File: config.mk
export PLATFORM = sky130hd
export DESIGN_NAME = fastq_record_length_binner_flat
export DESIGN_NICKNAME = d
export VERILOG_FILES = /design/src/rtl/core/fqb_pkg.sv /design/src/rtl/core/fqb_text_if.sv /design/src/rtl/core/fqb_result_if.sv /design/src/rtl/core/fastq_record_length_binner.sv /design/src/flat_wrapper.sv
export SDC_FILE = /design/constraint.sdc
export NUM_CORES = 1
export LEC_CHECK = 0
export ABC_AREA = 1
export BUFFER_PORTS_ARGS = -buffer_cell sky130_fd_sc_hd__buf_2
export CORE_MARGIN = 10
export CORE_UTILIZATION = 50
export DETAILED_ROUTE_END_ITERATION = 16
export GPL_ROUTABILITY_DRIVEN = 0
export GPL_TIMING_DRIVEN = 0
export PLACE_DENSITY = 0.73
export SETUP_SLACK_MARGIN = 0.4
export SLEW_MARGIN = 20
export SYNTH_ARGS = -nofsm -noshare
export SYNTH_HDL_FRONTEND = slang
export SYNTH_SLANG_ARGS = --single-unit
export TNS_END_PERCENT = 10
File: constraint.sdc
create_clock -name clk -period 11 [get_ports clk]
set_input_delay 2.2 -clock clk [delete_from_list [all_inputs] [get_ports clk]]
set_output_delay 2.2 -clock clk [all_outputs]
set_load 0.02 [all_outputs]
File: src/rtl/core/fqb_pkg.sv
// ----------------------------------------------------------------------------
// fqb_pkg: shared types and constants of the FASTQ record length binner
// Widths, character codes, record phases and result codes.
// ----------------------------------------------------------------------------
package fqb_pkg;

  // Longest sequence line that is accepted.
  localparam int unsigned MAX_READ_LENGTH = 1000;

  // Field widths of the channels and the configuration register.
  localparam int unsigned BYTE_W   = 8;
  localparam int unsigned KIND_W   = 1;
  localparam int unsigned CODE_W   = 3;
  localparam int unsigned LENGTH_W = 10;
  localparam int unsigned LINE_W   = 32;
  localparam int unsigned FACTOR_W = 17;

  // The line length counter saturates at MAX_READ_LENGTH + 1.
  localparam int unsigned COUNT_W = $clog2(MAX_READ_LENGTH + 2);

  // Product of factor and read length, and the Q1.16 scaling.
  localparam int unsigned PROD_W = FACTOR_W + LENGTH_W;
  localparam int unsigned FRAC_W = 16;

  localparam logic [FACTOR_W-1:0] Q16_ONE       = FACTOR_W'(65536);
  localparam logic [FACTOR_W-1:0] FACTOR_RESET  = FACTOR_W'(32768);
  localparam logic [COUNT_W-1:0]  COUNT_MAX     = COUNT_W'(MAX_READ_LENGTH);

  // Characters of interest.
  localparam logic [BYTE_W-1:0] CH_NEWLINE = 8'h0A;
  localparam logic [BYTE_W-1:0] CH_AT      = 8'h40;
  localparam logic [BYTE_W-1:0] CH_PLUS    = 8'h2B;

  // Line of the four-line record.
  typedef enum logic [1:0] {
    PH_HEADER = 2'd0,
    PH_SEQ    = 2'd1,
    PH_SEP    = 2'd2,
    PH_QUAL   = 2'd3
  } phase_t;

  // Kind of result.
  typedef enum logic [KIND_W-1:0] {
    KIND_RECORD = 1'b0,
    KIND_ERROR  = 1'b1
  } kind_t;

  // Format error codes.
  typedef enum logic [CODE_W-1:0] {
    ERR_NONE         = 3'd0,
    ERR_BAD_HEADER   = 3'd1,
    ERR_EMPTY_READ   = 3'd2,
    ERR_READ_TOO_LONG = 3'd3,
    ERR_BAD_SEP      = 3'd4,
    ERR_QUAL_LENGTH  = 3'd5
  } err_t;

endpackage

File: src/rtl/core/fqb_text_if.sv
// ----------------------------------------------------------------------------
// fqb_text_if: byte channel of FASTQ text
// Valid/ready channel carrying one text byte per transaction.
// ----------------------------------------------------------------------------
interface fqb_text_if;

  logic                        valid;
  logic                        ready;
  logic [fqb_pkg::BYTE_W-1:0]  text_byte;

  modport source (output valid, output text_byte, input ready);
  modport sink   (input valid, input text_byte, output ready);

endinterface

File: src/rtl/core/fqb_result_if.sv
// ----------------------------------------------------------------------------
// fqb_result_if: result channel of the binner
// Valid/ready channel carrying one completed record or one format error.
// ----------------------------------------------------------------------------
interface fqb_result_if;

  logic                          valid;
  logic                          ready;
  logic [fqb_pkg::KIND_W-1:0]    result_kind;
  logic [fqb_pkg::CODE_W-1:0]    error_code;
  logic [fqb_pkg::LENGTH_W-1:0]  read_length;
  logic [fqb_pkg::LENGTH_W-1:0]  bucket_index;
  logic [fqb_pkg::LINE_W-1:0]    line_number;

  modport source (output valid, output result_kind, output error_code,
                  output read_length, output bucket_index, output line_number,
                  input ready);
  modport sink   (input valid, input result_kind, input error_code,
                  input read_length, input bucket_index, input line_number,
                  output ready);

endinterface

File: src/rtl/core/fastq_record_length_binner.sv
// ----------------------------------------------------------------------------
// fastq_record_length_binner: FASTQ record checker and read length binner
// An accepted byte is held in the input register and parsed; its result is held in the result register.
// Throughput: one byte per cycle unless a full result register stalls; the state update of the parse stage sets it.
// Reset (rst, synchronous) returns to the header line, clears the counters
// and the halt, and sets the bucket factor to one half.
// ----------------------------------------------------------------------------
module fastq_record_length_binner (
  input  logic                           clk,
  input  logic                           rst,
  input  logic                           cfg_we,
  input  logic [fqb_pkg::FACTOR_W-1:0]   cfg_wdata,
  fqb_text_if.sink                       text,
  fqb_result_if.source                   result
);

  import fqb_pkg::*;

  // Input register.
  logic              s1_valid;
  logic [BYTE_W-1:0] s1_byte;

  // Parser state.
  phase_t             phase, phase_next;
  logic               at_line_start, at_line_start_next;
  logic [COUNT_W-1:0] line_length_count, line_length_count_next;
  logic [LENGTH_W-1:0] saved_read_length, saved_read_length_next;
  logic [LINE_W-1:0]  line_counter, line_counter_next;
  logic               halted, halted_next;
  logic [FACTOR_W-1:0] bucket_factor;

  // Result produced by the current byte.
  logic                res_load;
  kind_t               res_kind;
  err_t                res_code;
  logic [LENGTH_W-1:0] res_length;
  logic [LENGTH_W-1:0] res_bucket;

  logic                advance;
  logic                s1_fire;
  logic                is_newline;
  logic [COUNT_W-1:0]  base_count;
  logic [PROD_W-1:0]   product;

  // The parse stage moves when the result register is free or being emptied.
  assign advance    = !result.valid || result.ready;
  assign text.ready = advance || !s1_valid;
  assign s1_fire    = s1_valid && advance && !halted;
  assign is_newline = (s1_byte == CH_NEWLINE);
  assign base_count = at_line_start ? '0 : line_length_count;
  assign product    = PROD_W'(bucket_factor) * PROD_W'(saved_read_length);

  // Input register.
  always_ff @(posedge clk) begin
    if (rst) begin
      s1_valid <= 1'b0;
    end else if (text.valid && text.ready) begin
      s1_valid <= 1'b1;
    end else if (advance) begin
      s1_valid <= 1'b0;
    end
  end

  always_ff @(posedge clk) begin
    if (text.valid && text.ready) begin
      s1_byte <= text.text_byte;
    end
  end

  // Bucket factor register, saturated to 1.0.
  always_ff @(posedge clk) begin
    if (rst) begin
      bucket_factor <= FACTOR_RESET;
    end else if (cfg_we) begin
      bucket_factor <= (cfg_wdata > Q16_ONE) ? Q16_ONE : cfg_wdata;
    end
  end

  // Record parsing of one byte.
  always_comb begin
    phase_next             = phase;
    at_line_start_next     = at_line_start;
    line_length_count_next = line_length_count;
    saved_read_length_next = saved_read_length;
    line_counter_next      = line_counter;
    halted_next            = halted;
    res_load               = 1'b0;
    res_kind               = KIND_RECORD;
    res_code               = ERR_NONE;
    res_length             = '0;
    res_bucket             = '0;

    if (s1_fire) begin
      if (at_line_start) begin
        line_counter_next  = line_counter + LINE_W'(1);
        at_line_start_next = 1'b0;
      end
      line_length_count_next = base_count;

      // The first byte of a header or separator line is checked at once.
      if (at_line_start && phase == PH_HEADER && s1_byte != CH_AT) begin
        res_load = 1'b1;
        res_kind = KIND_ERROR;
        res_code = ERR_BAD_HEADER;
      end else if (at_line_start && phase == PH_SEP && s1_byte != CH_PLUS) begin
        res_load = 1'b1;
        res_kind = KIND_ERROR;
        res_code = ERR_BAD_SEP;
      end else if (!is_newline) begin
        if (base_count <= COUNT_MAX) begin
          line_length_count_next = base_count + COUNT_W'(1);
        end
      end else begin
        at_line_start_next = 1'b1;
        unique case (phase)
          PH_HEADER: begin
            phase_next = PH_SEQ;
          end
          PH_SEQ: begin
            if (base_count > COUNT_MAX) begin
              res_load = 1'b1;
              res_kind = KIND_ERROR;
              res_code = ERR_READ_TOO_LONG;
            end else if (base_count == '0) begin
              res_load = 1'b1;
              res_kind = KIND_ERROR;
              res_code = ERR_EMPTY_READ;
            end else begin
              saved_read_length_next = base_count[LENGTH_W-1:0];
              phase_next             = PH_SEP;
            end
          end
          PH_SEP: begin
            phase_next = PH_QUAL;
          end
          PH_QUAL: begin
            if (base_count != COUNT_W'(saved_read_length)) begin
              res_load = 1'b1;
              res_kind = KIND_ERROR;
              res_code = ERR_QUAL_LENGTH;
            end else begin
              res_load   = 1'b1;
              res_length = saved_read_length;
              res_bucket = product[FRAC_W +: LENGTH_W];
              phase_next = PH_HEADER;
            end
          end
          default: begin
            phase_next = PH_HEADER;
          end
        endcase
      end

      // Any error stops the parser until reset.
      if (res_load && res_kind == KIND_ERROR) begin
        halted_next = 1'b1;
      end
    end
  end

  // Parser state registers.
  always_ff @(posedge clk) begin
    if (rst) begin
      phase             <= PH_HEADER;
      at_line_start     <= 1'b1;
      line_length_count <= '0;
      saved_read_length <= '0;
      line_counter      <= '0;
      halted            <= 1'b0;
    end else begin
      phase             <= phase_next;
      at_line_start     <= at_line_start_next;
      line_length_count <= line_length_count_next;
      saved_read_length <= saved_read_length_next;
      line_counter      <= line_counter_next;
      halted            <= halted_next;
    end
  end

  // Result register.
  always_ff @(posedge clk) begin
    if (rst) begin
      result.valid <= 1'b0;
    end else if (advance) begin
      result.valid <= res_load;
    end
  end

  always_ff @(posedge clk) begin
    if (advance && res_load) begin
      result.result_kind  <= res_kind;
      result.error_code   <= res_code;
      result.read_length  <= res_length;
      result.bucket_index <= res_bucket;
      result.line_number  <= line_counter_next;
    end
  end

`ifndef ASSERT_OFF
  // An error transaction always halts the parser.
  a_error_halts: assert property (@(posedge clk) disable iff (rst)
    (res_load && res_kind == KIND_ERROR) |=> halted)
    else $error("error result did not halt the parser");

  // Once halted, no further result is produced.
  a_halt_silent: assert property (@(posedge clk) disable iff (rst)
    halted |-> !res_load)
    else $error("result produced while halted");

  // A completed record carries no error code and a non-empty read.
  a_record_clean: assert property (@(posedge clk) disable iff (rst)
    (result.valid && result.result_kind == KIND_RECORD) |->
      (result.error_code == ERR_NONE && result.read_length != '0))
    else $error("record result with error code or empty read");

  // The line length counter never passes its saturation point.
  a_count_bound: assert property (@(posedge clk) disable iff (rst)
    line_length_count <= COUNT_MAX + COUNT_W'(1))
    else $error("line length counter beyond saturation");
`endif

endmodule

File: src/flat_wrapper.sv
// flat-port wrapper written by rule: the top's interface ports become plain ports
module fastq_record_length_binner_flat import fqb_pkg::*;
  (clk, rst, cfg_we, cfg_wdata, text_valid, text_text_byte, text_ready, result_valid, result_result_kind, result_error_code, result_read_length, result_bucket_index, result_line_number, result_ready);
  fqb_text_if text_i ();
  fqb_result_if result_i ();
  input  logic clk;
  input  logic rst;
  input  logic cfg_we;
  input  logic [fqb_pkg::FACTOR_W-1:0] cfg_wdata;
  input wire logic [$bits(text_i.valid)-1:0] text_valid;
  input wire logic [$bits(text_i.text_byte)-1:0] text_text_byte;
  output wire logic [$bits(text_i.ready)-1:0] text_ready;
  output wire logic [$bits(result_i.valid)-1:0] result_valid;
  output wire logic [$bits(result_i.result_kind)-1:0] result_result_kind;
  output wire logic [$bits(result_i.error_code)-1:0] result_error_code;
  output wire logic [$bits(result_i.read_length)-1:0] result_read_length;
  output wire logic [$bits(result_i.bucket_index)-1:0] result_bucket_index;
  output wire logic [$bits(result_i.line_number)-1:0] result_line_number;
  input wire logic [$bits(result_i.ready)-1:0] result_ready;
  assign text_i.valid = text_valid;
  assign text_i.text_byte = text_text_byte;
  assign text_ready = text_i.ready;
  assign result_valid = result_i.valid;
  assign result_result_kind = result_i.result_kind;
  assign result_error_code = result_i.error_code;
  assign result_read_length = result_i.read_length;
  assign result_bucket_index = result_i.bucket_index;
  assign result_line_number = result_i.line_number;
  assign result_i.ready = result_ready;
  fastq_record_length_binner u_core (.clk(clk), .rst(rst), .cfg_we(cfg_we), .cfg_wdata(cfg_wdata), .text(text_i), .result(result_i));
endmodule
==> flow_summary.rst <==
.. list-table::
   :header-rows: 1

   * - Metric
     - Value
   * - Stage delay of the slowest cell on the critical path
     - 0.57 ns
   * - Wire length on met1
     - ~13 mm
   * - Headroom to the max-slew limit
     - between 50% and 60%
   * - RSZ-0062 raised after global routing
     - false
   * - Synthesis-to-layout area growth
     - 12.3%
   * - Slowest CP cell
     - sky130_fd_sc_hd__fa_1
   * - Startpoint of the worst hold path
     - u_core.halted
   * - Syn Nets
     - ~1.7k
   * - Via density
     - 5.07
   * - Required time worst endpoint
     - ~11 ns
   * - Die Y-Extent
     - 173 µm
   * - Status
     - complete, no violations
   * - Count of antenna diodes in the layout
     - 0
   * - Sinks on Clock Net
     - 139
   * - Initial cell density of the core
     - 51.3%
   * - Worst Max-Slew Pin Slew
     - ~0.70 ns
   * - Number of max-capacitance violations reported
     - 0
   * - Highest signal layer in the routed design
     - met4
   * - Via count of the first global-routing pass
     - roughly 9.9k
   * - Detailed-route wire length
     - 29.2 mm
   * - Cell family contributing the most delay on the critical path
     - adder cells
   * - Finish-stage setup viols
     - 0
   * - Resize count post-CTS
     - 0
   * - Post-synthesis cell count
     - 1,533
   * - CTS Buf Count
     - 17
   * - Register bit count reported by yosys
     - about 140
   * - Number of placement rows
     - 55
   * - CP startpoint kind
     - register
   * - Clock latency on the worst-skew pair
     - about 0.43 ns
   * - Number of failing hold endpoints at the final stage
     - 0
   * - Remaining DRCs
     - 0
   * - Total power divided by cell area
     - 93.9 nW/µm²
   * - Routed Antenna Nets
     - 0
   * - Share of synthesized area occupied by flip-flops and latches
     - 29.2%
   * - Vias after detailed routing
     - 9,962
   * - Min-Delay Path Class
     - reg -> reg
   * - Final critical path time including I/O delays and setup
     - 6.01 ns
   * - DIE AREA
     - roughly 30,000 µm²
   * - CTS HTree Levels
     - 4
   * - Data arrival, critical path
     - 6.18 ns
   * - # hold bufs at CTS
     - 0
   * - Clock transition at the register clock pins on the worst setup and hold paths after CTS
     - about 0.060 ns
   * - Port buffer count
     - 87
   * - Worst Path Class, Setup
     - reg -> reg
   * - Starting DRC count in detailed routing
     - 828
   * - Post-CTS setup-driven buffer insertion count
     - 0
   * - Fill cells
     - 2,080
   * - Final cycle utilization of the critical path
     - a little over half
   * - Final layout net count
     - ~1.9k
   * - Maximum number of pins on one net before global-route repair
     - 34
   * - Leakage power
     - 6.82 nW
   * - Buffer cell driving the clock tree root
     - sky130_fd_sc_hd__clkbuf_16
   * - Kind of capture point of the worst setup path
     - register
   * - Area of the mapped netlist
     - approximately 12,000 µm²
   * - Largest buffer count on any clock path
     - 2
   * - Setup_tns
     - 0 ns
   * - Fraction of final layout cells with drive strength greater than 1
     - 9.13%
   * - I/O pins
     - 88
   * - Synthesized area per cell
     - 7.65 µm²
   * - Cell Chain, Critical Path
     - clkbuf_1 > clkbuf_1 > nand2_1 > inv_1 > fa_1 > fa_1 > fa_1 > fa_1 > inv_1 > fa_1 > inv_1 > ha_1 > nand2_1 > inv_1 > a21boi_0 > o21ai_0 > a21oi_1 > nand3_1 > nand2_1 > nor2_1
   * - Antenna violations before repair
     - 0
   * - Library cells used by synthesis
     - 44
   * - Launching instance or port of the critical path
     - u_core.saved_read_length[7]
   * - Fmax
     - 167 MHz
   * - Global-route usage over all layers
     - 19.9%
   * - Maximum VDD drop
     - 0.0865 mV
   * - Top cell by count, worst path
     - sky130_fd_sc_hd__fa_1
   * - Buffer and inverter count on the worst path
     - 6
   * - Worst Skew
     - 0.0100 ns
   * - Grt total ovfl
     - 0
   * - HPWL Detailed
     - about 23 mm
   * - Synth warnings
     - 0
   * - CTS tree
     - yes
   * - Avg WL per Cell
     - 14.8 µm
   * - Final Max Tran Viols
     - 0
   * - Core Footprint
     - 22,800 µm²
   * - Detailed route wirelength on metal2
     - between 10 and 15 mm
   * - Wire length of the first global-routing pass
     - around 49 mm
   * - Critical R2R Launch
     - u_core.saved_read_length[7]
   * - Die span in x
     - approximately 170 µm
   * - Router iterations before antenna repair
     - 5
   * - Finished Core Util
     - 57.6%
   * - Total met3 wirelength after detailed routing
     - ~2.5 mm
   * - Crit Path Max Fanout
     - 10
Yosys cell counts (all sizes together):
master    n  area [µm²]
a211oi    1        7.51
a21boi    1        7.51
a21o      5        37.5
a21oi    74         378
a31oi     1        6.26
and2      2        12.5
and3b     1        8.76
buf      11        71.3
clkbuf   45         169
dfxtp    75        1500
edfxtp   64        1920
fa      116        2320
ha       65         813
inv     324        1220
nand2   406        1550
nand3    62         320
nand3b    2        15.0
nand4    14        87.6
nor2    146         553
nor3     22         120
nor3b     1        7.51
nor4      7        43.8
o211ai    2        15.0
o21a      2        15.0
o21ai    55         283
o21bai    2        15.0
o22ai     1        6.26
or2       7        43.8
xnor2     8        70.1
xor2     11        96.3
cell usage in the layout, fill, tap and decap left out, types with 2 or more instances in the layout:
cell type,instances
sky130_fd_sc_hd__nand4_1,14
sky130_fd_sc_hd__o21ai_0,52
sky130_fd_sc_hd__nor3_2,2
sky130_fd_sc_hd__xnor2_1,8
sky130_fd_sc_hd__buf_6,2
sky130_fd_sc_hd__edfxtp_1,64
sky130_fd_sc_hd__or2_2,6
sky130_fd_sc_hd__nand2_1,400
sky130_fd_sc_hd__a21o_1,5
sky130_fd_sc_hd__ha_1,65
sky130_fd_sc_hd__clkbuf_1,46
sky130_fd_sc_hd__nor2_1,144
sky130_fd_sc_hd__xor2_1,11
sky130_fd_sc_hd__nand3b_1,2
sky130_fd_sc_hd__a21oi_2,2
sky130_fd_sc_hd__nand3_1,60
sky130_fd_sc_hd__inv_2,3
sky130_fd_sc_hd__clkbuf_16,17
sky130_fd_sc_hd__bufinv_16,2
sky130_fd_sc_hd__nor4_1,7
sky130_fd_sc_hd__o211ai_1,2
sky130_fd_sc_hd__nor3_1,20
sky130_fd_sc_hd__nor2_2,2
sky130_fd_sc_hd__fa_1,116
sky130_fd_sc_hd__buf_2,90
sky130_fd_sc_hd__clkinvlp_4,2
sky130_fd_sc_hd__buf_1,5
sky130_fd_sc_hd__o21a_1,2
sky130_fd_sc_hd__nand2_2,3
sky130_fd_sc_hd__nand3_2,2
sky130_fd_sc_hd__and2_1,2
sky130_fd_sc_hd__o21ai_2,2
sky130_fd_sc_hd__a21oi_1,72
sky130_fd_sc_hd__dfxtp_1,75
sky130_fd_sc_hd__o21bai_1,2
sky130_fd_sc_hd__nand2_4,3
sky130_fd_sc_hd__clkinv_4,3
sky130_fd_sc_hd__inv_6,6
sky130_fd_sc_hd__inv_1,320
worst paths after layout:
| kind | end | slack, ns | cells after the start |
|---|---|---|---|
| hold reg to reg | u_core.halted | 0.46 | 2 |
| setup / recovery | u_core.result.bucket_index[9] | 4.99 | 20 |
| hold / removal | u_core.halted | 0.46 | 2 |
| setup reg to reg | u_core.result.bucket_index[9] | 4.99 | 20 |
power by group:
| group | switching (mW) | total [mW] | internal, mW |
|---|---|---|---|
| combinational | 0.0691 | 0.0930 | 0.0240 |
| sequential | 0.00735 | 0.568 | 0.560 |
| clock | 0.237 | 0.576 | 0.339 |
metal layers:
layer / track usage [%] / vias to the layer above
li1: - / 4889
met1: 27.6 / 4677
met2: 30.5 / 355
met3: 4.68 / 41
met4: 5.07 / 0
met5: 0 / -
sequential cells by signal, indices dropped and copies added (netlist names), 3 cells and up:
register	cells
u_core.result.read_length	10
u_core.bucket_factor	17
u_core.line_length_count	10
u_core.s1_byte	8
u_core.result.line_number	32
u_core.result.bucket_index	10
u_core.line_counter	32
u_core.result.error_code	3
u_core.saved_read_length	10
worst register-to-register path: cells and delay by family, from the launching register on:
family | cells | cell delay [ns]
AO/OA/AOI/OAI | 3 | 0.68
flip-flops | 1 | 0.34
buffers and inverters | 6 | 1.26
adder cells (fa/ha/maj) | 6 | 2.99
AND/OR/NAND/NOR | 5 | 0.47
cell type report:
cell class	count	area (µm²)	share of cell area (%)
Multi-Input combinational cell	1014	6840	52.0
Sequential cell	139	3420	26.0
Inverter	324	1220	9.28
Timing Repair Buffer	88	455	3.46
Clock buffer	18	429	3.26
Tap cell	313	392	2.98
Buffer	56	240	1.83
Clock inverter	14	161	1.23
through the flow:
step / instance area (µm²) / std cells / power (mW) / setup WS (ns) / hold WS, ns
floorplan: 11700 / 1533 / 0.632 / 5.98 / 0.435
global placement: 12600 / 1933 / 0.669 / 5.12 / 0.446
detailed placement: 12600 / 1934 / 0.671 / 5.09 / 0.450
CTS: 13200 / 1966 / 1.24 / 5.06 / 0.461
global route: 13200 / 1966 / 1.27 / 4.68 / 0.503
finish: 13200 / 1966 / 1.24 / 4.99 / 0.461
kinds of logic (layout without fill, tap and decap cells):
group / after synthesis / in the layout / share of synthesized area [%]
AOI/OAI and AO/OA: 144 / 144 / 6.57
xor gates and xnor gates: 19 / 19 / 1.42
adders and majority gates: 181 / 181 / 26.7
buffers and inverters: 380 / 500 / 12.5
DFF: 139 / 139 / 29.2
and+or+nand+nor: 670 / 670 / 23.6
Power figures use the tool's default switching activity.
